[src/design/fed_pkg.sv]
// shared types and constants for the feedback echo delay line
`default_nettype none

package fed_pkg;

    localparam int STORE_DEPTH_DEF = 65536;
    localparam int SAMPLE_W        = 16;
    localparam int CFG_W           = 17;
    localparam int FRAC_W          = 15;
    localparam int ECHO_OFFSET     = 600;
    localparam int LOOP_RESET      = 250;
    localparam int GAIN_FEEDBACK   = 22938;
    localparam int GAIN_OUTPUT     = 26214;
    localparam int ROUND_HALF      = 16384;

    localparam int APB_ADDR_W = 3;
    localparam int APB_DATA_W = 32;
    localparam int REG_IDX_W  = APB_ADDR_W - 2;

    localparam logic [REG_IDX_W-1:0] REG_LOOP_LENGTH = REG_IDX_W'(0);

    typedef enum logic [1:0] {
        ST_IDLE,
        ST_READ,
        ST_MIX
    } fed_state_t;

    // control from the sequencer to the index unit
    typedef struct packed {
        logic load;
        logic advance;
    } idx_ctrl_t;

    // status from the index unit
    typedef struct packed {
        logic busy;
        logic echo_valid;
    } idx_stat_t;

endpackage

`default_nettype wire

[src/design/fed_mix.sv]
// gain multiply stage and rounding / saturating sums
`default_nettype none

module fed_mix
    import fed_pkg::*;
(
    input  wire logic                       aclk,
    input  wire logic                       load,
    input  wire logic signed [SAMPLE_W-1:0] x,
    input  wire logic signed [SAMPLE_W-1:0] echo,
    output logic      signed [SAMPLE_W-1:0] fb_sum,
    output logic      signed [SAMPLE_W-1:0] out_sum
);

    localparam int PW = 2 * SAMPLE_W;
    localparam int AW = PW + 2;
    localparam int QW = AW - FRAC_W;

    localparam logic signed [SAMPLE_W-1:0] G_FB  = SAMPLE_W'(GAIN_FEEDBACK);
    localparam logic signed [SAMPLE_W-1:0] G_OUT = SAMPLE_W'(GAIN_OUTPUT);
    localparam logic signed [QW-1:0] Q_MAX = QW'((1 << (SAMPLE_W - 1)) - 1);
    localparam logic signed [QW-1:0] Q_MIN = -QW'(1 << (SAMPLE_W - 1));

    logic signed [SAMPLE_W-1:0] x_reg;
    logic signed [PW-1:0]       p_fb_reg;
    logic signed [PW-1:0]       p_out_reg;

    function automatic logic signed [SAMPLE_W-1:0] mix_sat(
        input logic signed [SAMPLE_W-1:0] xs,
        input logic signed [PW-1:0]       p
    );
        logic signed [AW-1:0] acc;
        logic signed [QW-1:0] q;
        logic signed [SAMPLE_W-1:0] r;
        acc = (AW'(xs) <<< FRAC_W) + AW'(p) + AW'(ROUND_HALF);
        // floor of acc / 2^15
        q = acc[AW-1:FRAC_W];
        if (q > Q_MAX) begin
            r = Q_MAX[SAMPLE_W-1:0];
        end else if (q < Q_MIN) begin
            r = Q_MIN[SAMPLE_W-1:0];
        end else begin
            r = q[SAMPLE_W-1:0];
        end
        return r;
    endfunction

    always_ff @(posedge aclk) begin
        if (load) begin
            x_reg     <= x;
            p_fb_reg  <= PW'(G_FB) * PW'(echo);
            p_out_reg <= PW'(G_OUT) * PW'(echo);
        end
    end

    assign fb_sum  = mix_sat(x_reg, p_fb_reg);
    assign out_sum = mix_sat(x_reg, p_out_reg);

endmodule

`default_nettype wire

[config.mk]
export PLATFORM = sky130hd
export DESIGN_NAME = fed_mix
export DESIGN_NICKNAME = d
export VERILOG_FILES = /design/src/design/fed_pkg.sv /design/src/design/fed_mix.sv
export SDC_FILE = /design/constraint.sdc
export NUM_CORES = 1
export LEC_CHECK = 0
export BUFFER_PORTS_ARGS = -buffer_cell sky130_fd_sc_hd__buf_2
export CELL_PAD_IN_SITES_DETAIL_PLACEMENT = 0
export CELL_PAD_IN_SITES_GLOBAL_PLACEMENT = 1
export CORE_MARGIN = 1
export CORE_UTILIZATION = 55
export CTS_BUF_LIST = sky130_fd_sc_hd__clkbuf_16
export DETAILED_ROUTE_END_ITERATION = 10
export PLACE_DENSITY_LB_ADDON = 0.3
export SLEW_MARGIN = 5
export SYNTH_ARGS = -nofsm -noshare
export SYNTH_HDL_FRONTEND = slang
export SYNTH_SLANG_ARGS = --single-unit
[constraint.sdc]
create_clock -name aclk -period 14.4 [get_ports aclk]
set_input_delay 1.44 -clock aclk [delete_from_list [all_inputs] [get_ports aclk]]
set_output_delay 1.44 -clock aclk [all_outputs]
set_load 0.02 [all_outputs]
# [Yosys cells after proc, flatten, opt, wreduce, memory -nomap -nowiden]
# Cells that the tools add are included.
[word_totals] ff_bits=78 latch_bits=0 ram_bits=0 mem_bits_ro=0 input_bits=34 out_inout_bits=32 word_cells=17 memories=0
[classes] add_sub_neg=4 multipliers=2 div=0 magnitude_cmp=4 n_eq_ne=0 shift=0 n_mux=4 n_bitwise=0 n_reduce_logical=0
[ops] op="33-bit by 16-bit adder with 34-bit output (second input constant)" count=2
[ops] op="31-bit by 32-bit adder with 33-bit output" count=2
[ops] op="16-bit two-way mux" count=4
[ops] op="15-bit by 16-bit multiplier with 31-bit output (first input constant)" count=2
[ops] op="19-bit by 16-bit > comparator with 1-bit output (second input constant)" count=2
[ops] op="19-bit by 16-bit < comparator with 1-bit output (second input constant)" count=2

# [Logic depth before layout (Yosys ltp)]
[logic_depth] depth_word=5 mapped_depth=22 ltp_nobuf=22

# [Worst setup path before layout]
# Ideal clock, no wire load.
[synth_timing] path_type="input-to-reg" from="in echo[9]" to="reg p_fb_reg[31] (data pin)" setup_time_ns=0.272 arrival_ns=6.684 slack_ns=7.444 stages=20 path_buffers=0 cell_sequence="ha_1 > inv_1 > fa_1 > inv_1 > fa_1 > fa_1 > fa_1 > inv_1 > fa_1 > inv_1 > ha_1 > and3_1 > and3_1 > a32oi_1 > nand3_1 > a221oi_2 > o21ai_1 > o41ai_2 > mux2i_1 > o2111ai_1"
[synth_between] elab_chain_len=1
[synth_lines] item="from (decl)" line="fed_mix.sv:10" text="input wire logic signed [SAMPLE_W-1:0] echo,"
[synth_lines] item="15-bit by 16-bit multiplier with 31-bit output" line="fed_mix.sv:51" text="p_fb_reg <= PW'(G_FB) * PW'(echo);"
[synth_lines] item="to (signal assigned)" line="fed_mix.sv:51"
[synth_lines] item="to (decl)" line="fed_mix.sv:25" text="logic signed [PW-1:0] p_fb_reg;"
# Every way passes these cells.
# A chain may end at the register's enable or synchronous reset.

# [Worst setup path in the final report]
[layout_timing] from="in echo[14]" to="reg p_fb_reg[31] (data pin)"
# Same word-level chain as after synthesis.

==> reports/results.txt <==
Die height - 150 um
Ys Warns - 0
Final hold violations - 0
Number of cells on the critical path - 23
Post-layout nets - 1740
Max Fanout on Critical Path - 9
Post-synthesis area per instance - 9.70 um2
DP Cell Count - 1574
Filler Cell Count - 1882
Drt first pass iters - 5
CTS Buf Count - 5
Clock H-tree levels - 2
Slowest Stage Delay on Critical Path - 550 ps
Global-route wire length before repair - 44300 um
CTS root buffer - clkbuf_16
Cell area after synthesis - 0.0120 mm2
Setup CP Type - in2reg
Top_reg_cell synth - edfxtp_1
Synth area leaders - fa_1 27%, ha_1 24%, edfxtp_1 13%, inv_1 9.2%, xnor2_1 3.4%
Worst-path cell chain - buf_2 > inv_1 > ha_1 > inv_1 > ha_1 > inv_1 > fa_1 > inv_1 > fa_1 > fa_1 > inv_1 > fa_1 > inv_1 > ha_1 > and3_1 > and3_1 > a32oi_1 > nand3_1 > a221oi_2 > o21ai_1 > o41ai_2 > mux2i_1 > o2111ai_1
Count leader, synth - inv_1
Period Utilization, post-route - 52.4%
Crit-path most repeated cell - inv_1
Syn_nets - 1673
I/O pins - 66
Largest net degree at the start of global routing - 53
Fmax - 133 MHz
Vias in the first global route - 8507
Crit path launch type - input port
DIE WIDTH - 150 um
Slowest CP cell - fa_1
Relative slew slack - 27.2%
Leading area contributor after synthesis - fa_1
CTS Hold Bufs - 0
Hold slack - 1310 ps
Routed via count - 8597
HP Class - in2reg
Share of the synthesized area in the top cell type - 27.5%
GRT met2 Usage - 42.4%
Register area - 0.00156 mm2
Worst path required time - 14430 ps
Beginning of the worst hold path - x[13]
Total negative slack - 0 ps
Syn Inst Count - 1239
Post-synth EDFFs - 52
Max Cap Viol - 0
Met3 Resource Use GR - 2.96%
Initial antenna violation count - 0
Most used routing layer in global routing - met2
Multi-input gate area - 0.00932 mm2
ANT cells - 0
Status - complete, no violations
Initial DRC Count - 437
Final Wtd Congestion - 0.910
Worst-Margin Slew - 1090 ps
Post-cts sizing count - 0
Core outline area - 0.0212 mm2
CP endpoint kind - flip-flop
CP Capture Point - p_fb_reg[31]
Global Route Usage Sum - 25.9%
Gr ovfl total - 0
Routed wire length - 27900 um
RSZ-0062 raised after global routing - no
Bufs on Longest Clock Path - 2
Drt drc - 0
Critical path origin - echo[14]
Area Growth Syn to Fin - 6.79%
Initial core utilization - 56.6%
CTS sink count - 52
Final Max Tran Viols - 0
Layout cells sized above 1 - 7.42%
Crit path arrival time - 7570 ps
Most instantiated cells after synthesis - 293 x inv_1, 235 x ha_1, 165 x fa_1
Buffers plus inverters on the worst setup path - 7
FF+latch count, synth - 52
Synth async-reset ratio - 0%
Worst hold path depth - 1
Via density - 5.43
Postcts setup bufs - 0
M1 GR Usage - 37.4%
Port bufs - 65
Synth unique cells - 62
Rows - 53
Die ar. - 0.0224 mm2
Clk pin slew, worst setup/hold paths - 70 ps
CTS tree - yes
Layout Cells excl Fill - 1582
Post-route minimum period - 7540 ps
Sequential cell area fraction in the yosys report - 13.0%
Post-route ant nets - 0
Post-DP HPWL - 24400 um
Setup violation total in the final timing report - 0
DR WL/cell - 17.6 um
CP top delay family - adder cells
## layer usage
metal	vias to the layer above	share of wire (%)
met4	0	0.81
met2	223	46
li1	4237	-
met1	4123	48
met5	-	0
met3	14	5.5
## worst min-delay path by stage
stage                      to  slack, ps
floorplan            x_reg[0]       1540
global placement    x_reg[10]       1620
detailed placement   x_reg[4]       1620
CTS                 x_reg[13]       1310
global route         x_reg[1]       1310
finish              x_reg[13]       1310
## cells by family (layout without fill, tap and decap cells)
family | Yosys count | after routing | share of synthesized area [%]
AND/OR/NAND/NOR | 177 | 177 | 7.25
buffers and inverters | 301 | 369 | 9.44
multiplexers | 3 | 3 | 0.250
adder cells (fa/ha/maj) | 400 | 400 | 52.0
XOR/XNOR | 79 | 79 | 5.76
flip-flops | 52 | 52 | 13.0
AO/OA/AOI/OAI | 227 | 227 | 12.4
## area by class of cell
cell class,count,area share (%)
clock buffer,5,0.975
sequential,52,12.2
timing repair buffer,68,2.71
multi-input combinational,886,72.6
tap,275,2.68
clock inverter,3,0.263
inverter,293,8.57
## cell usage in the layout (no fill, tap or decap), drive strengths merged, types with 4 or more instances in the layout
| master | instances |
|---|---|
| nor2 | 45 |
| nand3 | 10 |
| edfxtp | 52 |
| ha | 235 |
| clkbuf | 5 |
| o211ai | 9 |
| xor2 | 32 |
| xnor2 | 47 |
| a21o | 28 |
| a211oi | 8 |
| nand4 | 4 |
| and2 | 8 |
| buf | 68 |
| nand2b | 13 |
| or3 | 6 |
| o21a | 12 |
| inv | 294 |
| and3 | 7 |
| a21oi | 63 |
| a31oi | 11 |
| o21ai | 55 |
| or2 | 5 |
| fa | 165 |
| nand2 | 41 |
| o2111ai | 4 |
| nor2b | 8 |
| nor3 | 21 |
## stage by stage
stage               setup WS [ps]  util [%]  area (um2)
CTS                          6800      60.5       12800
global placement             6570      59.7       12700
finish                       6860      60.5       12800
detailed placement           6480      59.7       12700
floorplan                    7440         -       12000
global route                 6530      60.5       12800
Power is left out: the tool's default activity adds up to more than one toggle a clock period on the data nets, which glitch-free logic cannot reach.
