$ cat config.mk
export PLATFORM = sky130hd
export DESIGN_NAME = fed_index
export DESIGN_NICKNAME = d
export VERILOG_FILES = /design/src/design/fed_pkg.sv /design/src/design/fed_index.sv
export SDC_FILE = /design/constraint.sdc
export NUM_CORES = 1
export LEC_CHECK = 0
export BUFFER_PORTS_ARGS = -buffer_cell sky130_fd_sc_hd__buf_2
export CORE_UTILIZATION = 40
export CTS_BUF_LIST = sky130_fd_sc_hd__clkbuf_16
export DETAILED_ROUTE_END_ITERATION = 7
export HOLD_SLACK_MARGIN = 0.06
export PLACE_DENSITY = 0.66
export SYNTH_ARGS = -nofsm -noshare
export SYNTH_HDL_FRONTEND = slang
export SYNTH_SLANG_ARGS = --single-unit
$ cat constraint.sdc
create_clock -name aclk -period 4.4 [get_ports aclk]
set_clock_uncertainty 0.05 [all_clocks]
set_input_delay 0.88 -clock aclk [delete_from_list [all_inputs] [get_ports aclk]]
set_output_delay 0.88 -clock aclk [all_outputs]
set_load 0.01 [all_outputs]
$ cat src/design/fed_pkg.sv
// shared types and constants for the feedback echo delay line
`default_nettype none

package fed_pkg;

    localparam int STORE_DEPTH_DEF = 65536;
    localparam int SAMPLE_W        = 16;
    localparam int CFG_W           = 17;
    localparam int FRAC_W          = 15;
    localparam int ECHO_OFFSET     = 600;
    localparam int LOOP_RESET      = 250;
    localparam int GAIN_FEEDBACK   = 22938;
    localparam int GAIN_OUTPUT     = 26214;
    localparam int ROUND_HALF      = 16384;

    localparam int APB_ADDR_W = 3;
    localparam int APB_DATA_W = 32;
    localparam int REG_IDX_W  = APB_ADDR_W - 2;

    localparam logic [REG_IDX_W-1:0] REG_LOOP_LENGTH = REG_IDX_W'(0);

    typedef enum logic [1:0] {
        ST_IDLE,
        ST_READ,
        ST_MIX
    } fed_state_t;

    // control from the sequencer to the index unit
    typedef struct packed {
        logic load;
        logic advance;
    } idx_ctrl_t;

    // status from the index unit
    typedef struct packed {
        logic busy;
        logic echo_valid;
    } idx_stat_t;

endpackage

`default_nettype wire

$ cat src/design/fed_index.sv
// loop length, write position, echo index and fill tracking
`default_nettype none

module fed_index
    import fed_pkg::*;
#(
    parameter int STORE_DEPTH = STORE_DEPTH_DEF,
    parameter int AW          = $clog2(STORE_DEPTH),
    parameter int LW          = $clog2(STORE_DEPTH + 1)
) (
    input  wire logic             aclk,
    input  wire logic             aresetn,
    input  wire idx_ctrl_t        ctrl,
    input  wire logic [CFG_W-1:0] cfg_value,
    output idx_stat_t             stat,
    output logic      [AW-1:0]    wr_pos,
    output logic      [AW-1:0]    rd_pos
);

    localparam int OW  = $clog2(ECHO_OFFSET + 1);
    localparam int BW  = $clog2(OW);
    localparam int NW  = $clog2(OW + 1);
    localparam int CW  = (LW > OW + 1) ? LW : OW + 1;
    localparam int VW  = (LW > CFG_W) ? LW : CFG_W;
    localparam logic [OW-1:0] OFF = OW'(ECHO_OFFSET);

    logic [LW-1:0] len_reg,  len_next;
    logic [AW-1:0] pos_reg,  pos_next;
    logic [AW-1:0] rd_reg,   rd_next;
    logic          wrap_reg, wrap_next;
    logic [OW-1:0] rem_reg,  rem_next;
    logic [NW-1:0] cnt_reg,  cnt_next;

    logic [LW-1:0] len_lim;
    logic [VW-1:0] v_ext;
    logic [BW-1:0] bit_idx;
    logic [OW:0]   t;
    logic          t_ge;
    logic [OW-1:0] rem_step;
    logic [LW-1:0] pos_inc;
    logic [LW-1:0] rd_inc;

    // clamp the written length to 1 .. STORE_DEPTH
    always_comb begin
        v_ext = VW'(cfg_value);
        if (cfg_value == '0) begin
            len_lim = LW'(1);
        end else if (v_ext > VW'(STORE_DEPTH)) begin
            len_lim = LW'(STORE_DEPTH);
        end else begin
            len_lim = v_ext[LW-1:0];
        end
    end

    // one restoring step of offset mod length
    always_comb begin
        bit_idx  = BW'(cnt_reg - NW'(1));
        t        = {rem_reg, OFF[bit_idx]};
        t_ge     = CW'(t) >= CW'(len_reg);
        rem_step = t_ge ? OW'(CW'(t) - CW'(len_reg)) : t[OW-1:0];
        pos_inc  = LW'(pos_reg) + LW'(1);
        rd_inc   = LW'(rd_reg) + LW'(1);
    end

    always_comb begin
        len_next  = len_reg;
        pos_next  = pos_reg;
        rd_next   = rd_reg;
        wrap_next = wrap_reg;
        rem_next  = rem_reg;
        cnt_next  = cnt_reg;
        if (ctrl.load) begin
            len_next  = len_lim;
            pos_next  = '0;
            rd_next   = '0;
            wrap_next = 1'b0;
            rem_next  = '0;
            cnt_next  = NW'(OW);
        end else if (cnt_reg != '0) begin
            rem_next = rem_step;
            cnt_next = cnt_reg - NW'(1);
            if (cnt_reg == NW'(1)) begin
                rd_next = AW'(rem_step);
            end
        end else if (ctrl.advance) begin
            if (pos_inc == len_reg) begin
                pos_next  = '0;
                wrap_next = 1'b1;
            end else begin
                pos_next = pos_inc[AW-1:0];
            end
            if (rd_inc == len_reg) begin
                rd_next = '0;
            end else begin
                rd_next = rd_inc[AW-1:0];
            end
        end
    end

    always_ff @(posedge aclk) begin
        if (!aresetn) begin
            len_reg  <= LW'(LOOP_RESET);
            pos_reg  <= '0;
            rd_reg   <= '0;
            wrap_reg <= 1'b0;
            rem_reg  <= '0;
            cnt_reg  <= NW'(OW);
        end else begin
            len_reg  <= len_next;
            pos_reg  <= pos_next;
            rd_reg   <= rd_next;
            wrap_reg <= wrap_next;
            rem_reg  <= rem_next;
            cnt_reg  <= cnt_next;
        end
    end

    // entries below the position, or all after a wrap, hold written data
    assign stat.busy       = cnt_reg != '0;
    assign stat.echo_valid = wrap_reg || (rd_reg < pos_reg);
    assign wr_pos          = pos_reg;
    assign rd_pos          = rd_reg;

endmodule

`default_nettype wire

== Yosys cells after proc, flatten, opt, wreduce, memory -nomap -nowiden ==
Memory sizes are Yosys's and may differ from the RTL's.
Index checks and enable logic that the tools add are counted.

* Multiplexer cells: 9
* Add/subtract/negate cells: 4
* Eq/ne operators: 4
* Reductions and logical operators: 8
* Order comparisons: 4
* Bitwise gates (word level): 2

{| class="wikitable"
|+ Operator list
! cell !! count
|-
| 2-to-1 mux 16 bit || 5
|-
| adder 16 x 1 -> 17 bit (second input constant) || 2
|-
| equality test 17 bit || 2
|-
| 2-to-1 mux 17 bit || 2
|-
| greater-or-equal comparator 11 x 17 -> 1 bit || 1
|-
| greater-than comparator 17 bit (second input constant) || 1
|-
| logical NOT 17 bit || 1
|-
| less-than comparator 16 bit || 1
|-
| 2-to-1 mux 10 bit || 1
|-
| subtractor 10 bit || 1
|-
| less-than comparator 4 x 5 -> 1 bit (second input constant) || 1
|-
| equality test 4 x 1 -> 1 bit (second input constant) || 1
|-
| AND reduction 2 bit || 2
|-
| nonzero test 4 bit || 1
|-
| subtractor 4 x 1 -> 4 bit (second input constant) || 1
|-
| AND reduction 3 bit || 1
|-
| inequality test 2 x 1 -> 1 bit (second input constant) || 1
|-
| NOT 1 bit || 2
|-
| nonzero test 2 bit || 1
|-
| OR reduction 2 bit || 1
|-
| logical OR 1 bit || 1
|-
| 2-to-1 mux 1 bit || 1
|}

* Logic and storage cells: 38
* Bits in registers: 64
* Output and inout port bits: 34
* Memories: 1
* Input port bits: 21
* Bits in read-only memories: 16

{| class="wikitable"
|+ Memories
! name !! depth !! width !! rd ports !! clocked after Yosys merged registers in !! wr ports !! line !! source
|-
| (no name shown) || 16 || 1 || 1 || 0 || 0 || fed_index.sv:58 || <nowiki>t = {rem_reg, OFF[bit_idx]};</nowiki>
|}

== Logic depth before layout (Yosys ltp) ==
Gate-level depths: netlist of the first run.

* Depth after elaboration: 7
* Gate-level depth with buffers: 16
* Gate-level depth less buffers: 16

== Worst setup path after synthesis of the first run ==
No wires, ideal clock.

* Path kind: reg2reg
* From: register cnt_reg[0]
* To: register rd_reg[2] (netlist: rd_pos[2])
* Setup slack: 1,248 ps
* Path buffers: 1
* Stages on the path, launching flop included: 16
* Data required time: 4,228 ps
* Library setup time: 122 ps
* Clock period less this slack: 3,152 ps
* Arrival: 2,980 ps
* Cell sequence: dfxtp_1 inv_1 ha_1 inv_1 nand2_1 o21a_1 o311ai_0 ha_1 nor2b_1 o21ai_0 a31oi_1 o21ai_1 buf_2 mux2i_1 nor2_1 a221o_1

* Cells in the longest elaborated chain, start to end: 7
* Elaborated cells on any way between the ends: 13
* Those cells by class: add/sub (2); order compare (1); eq/ne (2); mux (4); reduce/logical (3); memory (1)

{| class="wikitable"
|+ Ends and longest elaborated chain
! what !! line !! source
|-
| start: declaration || fed_index.sv:32 || <nowiki>logic [NW-1:0] cnt_reg, cnt_next;</nowiki>
|-
| start signal: assignment || fed_index.sv:107 || <nowiki>cnt_reg <= NW'(OW);</nowiki>
|-
| start signal: assignment || fed_index.sv:114 || <nowiki>cnt_reg <= cnt_next;</nowiki>
|-
| subtractor 4 x 1 -> 4 bit * || fed_index.sv:57 || <nowiki>bit_idx = BW'(cnt_reg - NW'(1));</nowiki>
|-
| named net bit_idx[0] || fed_index.sv:36 || <nowiki>logic [BW-1:0] bit_idx;</nowiki>
|-
| memory read (16 x 1 bit) * || - ||
|-
| 2-to-1 mux 1 bit (not written as such) * || fed_index.sv:58 ||
|-
| greater-or-equal comparator 11 x 17 -> 1 bit / subtractor 10 bit (equally long branches) || fed_index.sv:59, fed_index.sv:60 ||
|-
| 2-to-1 mux 10 bit * || fed_index.sv:60 || <nowiki>rem_step = t_ge ? OW'(CW'(t) - CW'(len_reg)) : t[OW-1:0];</nowiki>
|-
| 2-to-1 mux 16 bit * || fed_index.sv:82 || <nowiki>if (cnt_reg == NW'(1)) begin</nowiki>
|-
| 2-to-1 mux 16 bit * || fed_index.sv:79 || <nowiki>end else if (cnt_reg != '0) begin</nowiki>
|-
| end signal: assignment || fed_index.sv:111 || <nowiki>rd_reg <= rd_next;</nowiki>
|-
| end: declaration || fed_index.sv:29 || <nowiki>logic [AW-1:0] rd_reg, rd_next;</nowiki>
|}

Mark *: on every way through the listed nets, which the timed path passes. The rest lies on a longest branch. The select of a mux whose other input is x is not followed.
A chain may end at the register's enable or synchronous reset.

== Worst setup path in the final report of the first run ==
* From: register cnt_reg[0]
* To: register rd_reg[8] (netlist: rd_pos[8])

The elaborated chain is that of the path after synthesis.

==> flow_metrics.env, run 1 <==
export IMPL_rr_worst_depth=15
export IMPL_port_buffers=54
export IMPL_overflow=0
export IMPL_dr_pass1_iters=5
export IMPL_worstMarginPinSlew_ns=0.895
export IMPL_dp_slack_ns=0.507
export IMPL_gr_usage_met1_pct=33.4
export IMPL_worst_ep_arrival_time_ns=4.13
export IMPL_multi_input_area_sq_um=3440
export IMPL_rr_endpoint="rd_pos[8]"
export IMPL_die_area_sq_um=13200
export IMPL_hold_class="flop to flop"
export IMPL_largest_register_ffs=17
export IMPL_min_period_over_period_pct=89.9
export IMPL_ys_flop_type="dfxtp_1"
export IMPL_reg2reg_from="cnt_reg[0]"
export IMPL_whs_path_depth=2
export IMPL_cap_violations=0
export IMPL_routedWlPerCell_microns=17.4
export IMPL_drv_slew=0
export IMPL_netlist_area_leader_share_pct=25.1
export IMPL_cpLargestDelayFamily="compound AO/OA/AOI/OAI gates"
export IMPL_syn2layout_area_growth_pct=12.0
export IMPL_avgSynthCellArea_sq_um=7.66
export IMPL_ys_warn_count=0
export IMPL_synth_area_leaders="dfxtp_1, ha_1, xnor2_1, nand3_1, nand2_1"
export IMPL_ant_nets=0
export IMPL_cts_made_buffers=9
export IMPL_gp_congestion=0.883
export IMPL_seq_area_frac_synth_pct=25.1
export IMPL_grt_pass1_vias=4726
export IMPL_max_slew_margin_pct=40.1
export IMPL_critPathKind="flop to flop"
export IMPL_netlist_area_sq_um=5110
export IMPL_synth_common_cells="dfxtp_1, nand2_1, nand3_1"
export IMPL_first_iter_violations=312
export IMPL_rrSetupSlack_ns=0.44
export IMPL_peakVddDrop_uv=138
export IMPL_crit_required_ns=4.58
export IMPL_fp_row_count=40
export IMPL_die_x_microns=115
export IMPL_routed_wl_microns=15100
export IMPL_synth_edf_count=0
export IMPL_leakage_nw=2.37
export IMPL_drive_gt1_share_pct=13.6
export IMPL_min_from="rem_reg[1]"
export IMPL_rsz0062_at_grt="no"
export IMPL_hold_slack_ns=0.435
export IMPL_grt_use_met2_pct=37.1
export IMPL_cts_resized=0
export IMPL_nets=743
export IMPL_cts_num_sinks=64
export IMPL_die_h_microns=115
export IMPL_grt_pass1_wl_microns=24600
export IMPL_seq_area_sq_um=1280
export IMPL_hold_violations=0
export IMPL_fin_ws_ns=0.443
export IMPL_core_sq_um=12200
export IMPL_fillers=1262
export IMPL_grt_util_all_layers_pct=24.1
export IMPL_period_needed_ns=3.96
export IMPL_worst_path_max_delay_cell="o311ai_0"
export IMPL_ys_types=72
export IMPL_hpwl_microns=11300
export IMPL_grt_max_degree=38
export IMPL_crit_chain="inv_1 -> ha_1 -> inv_1 -> nand2_1 -> o21a_1 -> o311ai_0 -> ha_1 -> nor2b_1 -> o21ai_0 -> a31oi_1 -> o21ai_1 -> buf_4 -> mux2_2 -> nand2_1 -> nand3_1"
export IMPL_syn_nets=719
export IMPL_cts_tree="done"
export IMPL_critPathCaptureType="flop"
export IMPL_cts_root_buf="clkbuf_16"
export IMPL_path_buf_inv=3
export IMPL_cts_htree_levels=3
export IMPL_setup_tns_final_ns=0
export IMPL_setup_violations_final=0
export IMPL_start_kind="flop"
export IMPL_grt_busiest_layer="met2"
export IMPL_num_vias=5088
export IMPL_cpPeakStageDelay_ns=0.56
export IMPL_ys_seq_elements=64
export IMPL_critPathMaxFanout=9
export IMPL_path_clk_slew_ns=0.06
export IMPL_cts_buffer_depth=2
export IMPL_max_freq_ghz=0.253
export IMPL_synthCells=667
export IMPL_met3_usage_pct=3.32
export IMPL_clk_latency_ns=0.35
export IMPL_cts_hold_buf=0
export IMPL_synthMostInstantiatedCell="dfxtp_1"
export IMPL_start_util_pct=41.9
export IMPL_power_density_nw_per_um2=266
export IMPL_antenna_cells=0
export IMPL_drc=0
export IMPL_synthArstFlopShare_pct=0
export IMPL_min_to="rem_reg[1]"
export IMPL_outcome="finished, final reports clean"
export IMPL_pin_count=55
export IMPL_synth_top_cell_by_area="dfxtp_1"
export IMPL_antenna_found_initial=0
export IMPL_cts_setup_buffers=0
export IMPL_vias_per_cell=5.89
## power by group
group / switching [mW] / total, mW / internal [mW]
clock network: 0.278 / 0.768 / 0.490
logic: 0.0883 / 0.148 / 0.0600
registers: 0.0176 / 0.609 / 0.592
total: 0.384 / 1.53 / 1.14
## worst register-to-register path: stages (launching register included)
cell and delay (ns):
dfxtp_1 0.37, inv_1 0.10, ha_1 0.28, inv_1 0.10
nand2_1 0.07, o21a_1 0.11, o311ai_0 0.56, ha_1 0.29
nor2b_1 0.06, o21ai_0 0.40, a31oi_1 0.16, o21ai_1 0.51
buf_4 0.28, mux2_2 0.36, nand2_1 0.07, nand3_1 0.07
## cell type report
cell class / count / area share, %
Timing Repair Buffer: 61 / 5.64
Clock buffer: 9 / 3.93
Clock inverter: 7 / 1.53
Inverter: 41 / 2.69
Sequential cell: 64 / 22.4
Tap cell: 168 / 3.67
Multi-Input combinational cell: 514 / 60.2
## per-layer routing
metal | up-vias | wire, microns
li1 | 2474 | -
met1 | 2402 | 7050
met2 | 189 | 6730
met3 | 23 | 915
met4 | 0 | 359
met5 | - | 0
## stage by stage
stage	instance area [sq um]	utilization [%]	std cells	power (mW)
floorplan	5110	-	667	0.720
global placement	5410	44.3	848	0.764
detailed placement	5410	44.3	848	0.767
CTS	5730	46.9	864	1.53
global route	5730	46.9	864	1.57
finish	5730	46.9	864	1.53
## logic make-up (layout without fill, tap and decap cells)
| logic type | Yosys count | after routing | share of synthesized area, % |
|---|---|---|---|
| and+or+nand+nor | 274 | 274 | 29.1 |
| AOI/OAI and AO/OA | 141 | 141 | 18.3 |
| buffers and inverters | 89 | 118 | 7.71 |
| DFF | 64 | 64 | 25.1 |
| xor gates and xnor gates | 54 | 54 | 9.25 |
| adders and majority gates | 31 | 31 | 7.73 |
| muxes | 14 | 14 | 2.79 |
## cells in the final DEF, fill, tap and decap left out, drive strengths merged, types with 3 or more instances in the layout
| cell type | instances |
|---|---|
| a2111oi | 5 |
| a211oi | 5 |
| a21o | 9 |
| a21oi | 24 |
| a22o | 5 |
| a31oi | 13 |
| and2 | 4 |
| and3 | 20 |
| and4 | 6 |
| buf | 61 |
| clkbuf | 9 |
| dfxtp | 64 |
| ha | 30 |
| inv | 42 |
| mux2i | 12 |
| nand2 | 61 |
| nand2b | 8 |
| nand3 | 48 |
| nand3b | 3 |
| nand4 | 13 |
| nor2 | 42 |
| nor3 | 16 |
| nor4 | 24 |
| o211ai | 13 |
| o21a | 6 |
| o21ai | 36 |
| o22ai | 3 |
| o41ai | 3 |
| or3 | 6 |
| or4 | 9 |
| xnor2 | 32 |
| xor2 | 22 |
## worst max-delay path by stage
| stage | start | endpoint | depth (start not counted) |
|---|---|---|---|
| after global placement | cnt_reg[0] | rem_reg[8] | 15 |
| after global routing | cnt_reg[0] | rd_pos[8] | 15 |
| final | cnt_reg[0] | rd_pos[8] | 15 |
| after floorplan | cnt_reg[0] | rd_pos[2] | 15 |
| after CTS | cnt_reg[0] | rd_pos[8] | 15 |
| after detailed placement | cnt_reg[0] | rd_pos[8] | 15 |
No activity file was read; power rests on OpenSTA's default activity.
==> run 2, diff against run 1 <==
--- a/config.mk
+++ b/config.mk
@@ -11,6 +11,7 @@
 export DETAILED_ROUTE_END_ITERATION = 7
 export HOLD_SLACK_MARGIN = 0.06
 export PLACE_DENSITY = 0.66
+export RECOVER_POWER = 50
 export SYNTH_ARGS = -nofsm -noshare
 export SYNTH_HDL_FRONTEND = slang
 export SYNTH_SLANG_ARGS = --single-unit
==> flow_metrics.env, run 2 (synthesis gave the netlist of run 1 again) <==
export IMPL_stdcell_area_sq_um=5680
export IMPL_cts_resized=0
export IMPL_reg2reg_from="cnt_reg[0]"
export IMPL_dpl_cell_count=848
export IMPL_min_to="rem_reg[1]"
export IMPL_gp_congestion=0.883
export IMPL_grt_pass1_vias=4726
export IMPL_min_from="rem_reg[1]"
export IMPL_grt_pass1_wl_microns=24600
export IMPL_antenna_found_initial=0
export IMPL_cts_setup_buffers=0
export IMPL_cts_hold_buf=0
export IMPL_max_slew_margin_pct=-20.2
export IMPL_fillers=1283
export IMPL_fp_row_count=40
export IMPL_peakVddDrop_uv=138
export IMPL_rrSetupSlack_ns=0.44
export IMPL_routedWlPerCell_microns=17.5
export IMPL_first_iter_violations=350
export IMPL_p_int_mw=1.14
export IMPL_cts_num_sinks=64
export IMPL_worstMarginPinSlew_ns=1.80
export IMPL_power_density_nw_per_um2=269
export IMPL_antenna_cells=0
export IMPL_total_power_mw=1.53
export IMPL_ant_nets=0
export IMPL_switchingPower_uw=384
export IMPL_rr_endpoint="rd_pos[8]"
export IMPL_final_common_cell="dfxtp_1"
export IMPL_path_buf_inv=3
export IMPL_setup_violations_final=0
export IMPL_dpl_instance_area_sq_um=5410
export IMPL_cts_root_buf="clkbuf_16"
export IMPL_routed_wl_microns=15100
export IMPL_start_kind="flop"
export IMPL_cpPeakStageDelay_ns=0.56
export IMPL_p_comb_share_pct=9.7
export IMPL_drive_gt1_share_pct=8.62
export IMPL_drv_slew=38
export IMPL_mostFrequentLayoutCells="dfxtp_1, nand2_1, nand3_1"
export IMPL_rr_worst_depth=15
export IMPL_crit_chain="inv_1 -> ha_1 -> inv_1 -> nand2_1 -> o21a_1 -> o311ai_0 -> ha_1 -> nor2b_1 -> o21ai_0 -> a31oi_1 -> o21ai_1 -> buf_4 -> mux2_2 -> nand2_1 -> nand3_1"
export IMPL_period_needed_ns=3.96
export IMPL_critPathMaxFanout=9
export IMPL_outcome="finished with violations"
export IMPL_critPathKind="flop to flop"
export IMPL_layout_cells_non_filler=864
export IMPL_crit_required_ns=4.58
export IMPL_pin_count=55
export IMPL_leakage_nw=2.22
export IMPL_start_util_pct=41.9
export IMPL_cpLargestDelayFamily="compound AO/OA/AOI/OAI gates"
export IMPL_die_h_microns=115
export IMPL_core_sq_um=12200
export IMPL_grt_max_degree=38
export IMPL_seqPwrFrac_pct=39.9
export IMPL_cts_buffer_depth=2
export IMPL_largest_register_ffs=17
export IMPL_gr_usage_met1_pct=33.4
export IMPL_cts_htree_levels=3
export IMPL_die_x_microns=115
export IMPL_max_freq_ghz=0.252
export IMPL_overflow=0
export IMPL_worst_path_max_delay_cell="o311ai_0"
export IMPL_grt_busiest_layer="met2"
export IMPL_violations="capacitance limit, slew limit"
export IMPL_dr_pass1_iters=5
export IMPL_hold_violations=0
export IMPL_path_clk_slew_ns=0.06
export IMPL_min_period_over_period_pct=90.1
export IMPL_rsz0062_at_grt="no"
export IMPL_nets=743
export IMPL_port_buffers=54
export IMPL_clk_latency_ns=0.35
export IMPL_grt_use_met2_pct=37.1
export IMPL_met3_usage_pct=3.32
export IMPL_vias_per_cell=5.90
export IMPL_critPathCaptureType="flop"
export IMPL_p_clk_share_pct=50.4
export IMPL_cts_tree="done"
export IMPL_sw_frac_of_total_pct=25.2
export IMPL_grt_util_all_layers_pct=24.1
export IMPL_num_vias=5095
export IMPL_cts_made_buffers=9
export IMPL_setup_tns_final_ns=0
export IMPL_die_area_sq_um=13200
export IMPL_cap_violations=1
export IMPL_hold_slack_ns=0.437
export IMPL_worst_ep_arrival_time_ns=4.14
export IMPL_hold_class="flop to flop"
export IMPL_hpwl_microns=11300
export IMPL_syn2layout_area_growth_pct=11.1
export IMPL_drc=0
export IMPL_whs_path_depth=2
-- run 2: through the flow --
step	utilization, %	worst slack, ns
3_5_place_dp	44.3	0.507
5_1_grt	46.5	0.216
4_1_cts	46.9	0.475
3_3_place_gp	44.3	0.790
2_1_floorplan	-	1.25
6_report	46.5	0.435
-- run 2: cell type report --
| type | instances | area [sq um] | area share [%] |
|---|---|---|---|
| Multi-Input combinational cell | 514 | 3440 | 60.7 |
| Sequential cell | 64 | 1280 | 22.6 |
| Timing Repair Buffer | 61 | 277 | 4.87 |
| Clock buffer | 9 | 225 | 3.97 |
| Tap cell | 168 | 210 | 3.70 |
| Inverter | 41 | 154 | 2.71 |
| Clock inverter | 7 | 87.6 | 1.54 |
-- run 2: layer usage --
layer | share of wire (%) | routed length, microns
met1 | 48 | 7250
met2 | 45 | 6770
met3 | 5.0 | 752
met4 | 2.4 | 359
met5 | 0 | 0
-- run 2: worst max path at each step --
| stage | cells past startpoint | start | slack, ns | to |
|---|---|---|---|---|
| final | 15 | cnt_reg[0] | 0.44 | rd_pos[8] |
| after floorplan | 15 | cnt_reg[0] | 1.25 | rd_pos[2] |
| after global routing | 15 | cnt_reg[0] | 0.22 | rd_pos[8] |
| after CTS | 15 | cnt_reg[0] | 0.48 | rd_pos[8] |
| after detailed placement | 15 | cnt_reg[0] | 0.51 | rd_pos[8] |
| after global placement | 15 | cnt_reg[0] | 0.79 | rem_reg[8] |
-- run 2: worst reg2reg max path, stage by stage (launching register included) --
cell,delay (ns)
dfxtp_1,0.37
inv_1,0.10
ha_1,0.28
inv_1,0.10
nand2_1,0.07
o21a_1,0.11
o311ai_0,0.56
ha_1,0.29
nor2b_1,0.06
o21ai_0,0.40
a31oi_1,0.16
o21ai_1,0.52
buf_4,0.29
mux2_2,0.36
nand2_1,0.07
nand3_1,0.07
-- run 2: power by group through the flow --
stage	Combinational, mW	Clock [mW]	Sequential (mW)
4_1_cts	0.147	0.777	0.609
5_1_grt	0.164	0.797	0.611
6_report	0.148	0.768	0.609
3_3_place_gp	0.143	0	0.621
3_5_place_dp	0.146	0	0.622
2_1_floorplan	0.107	0	0.613
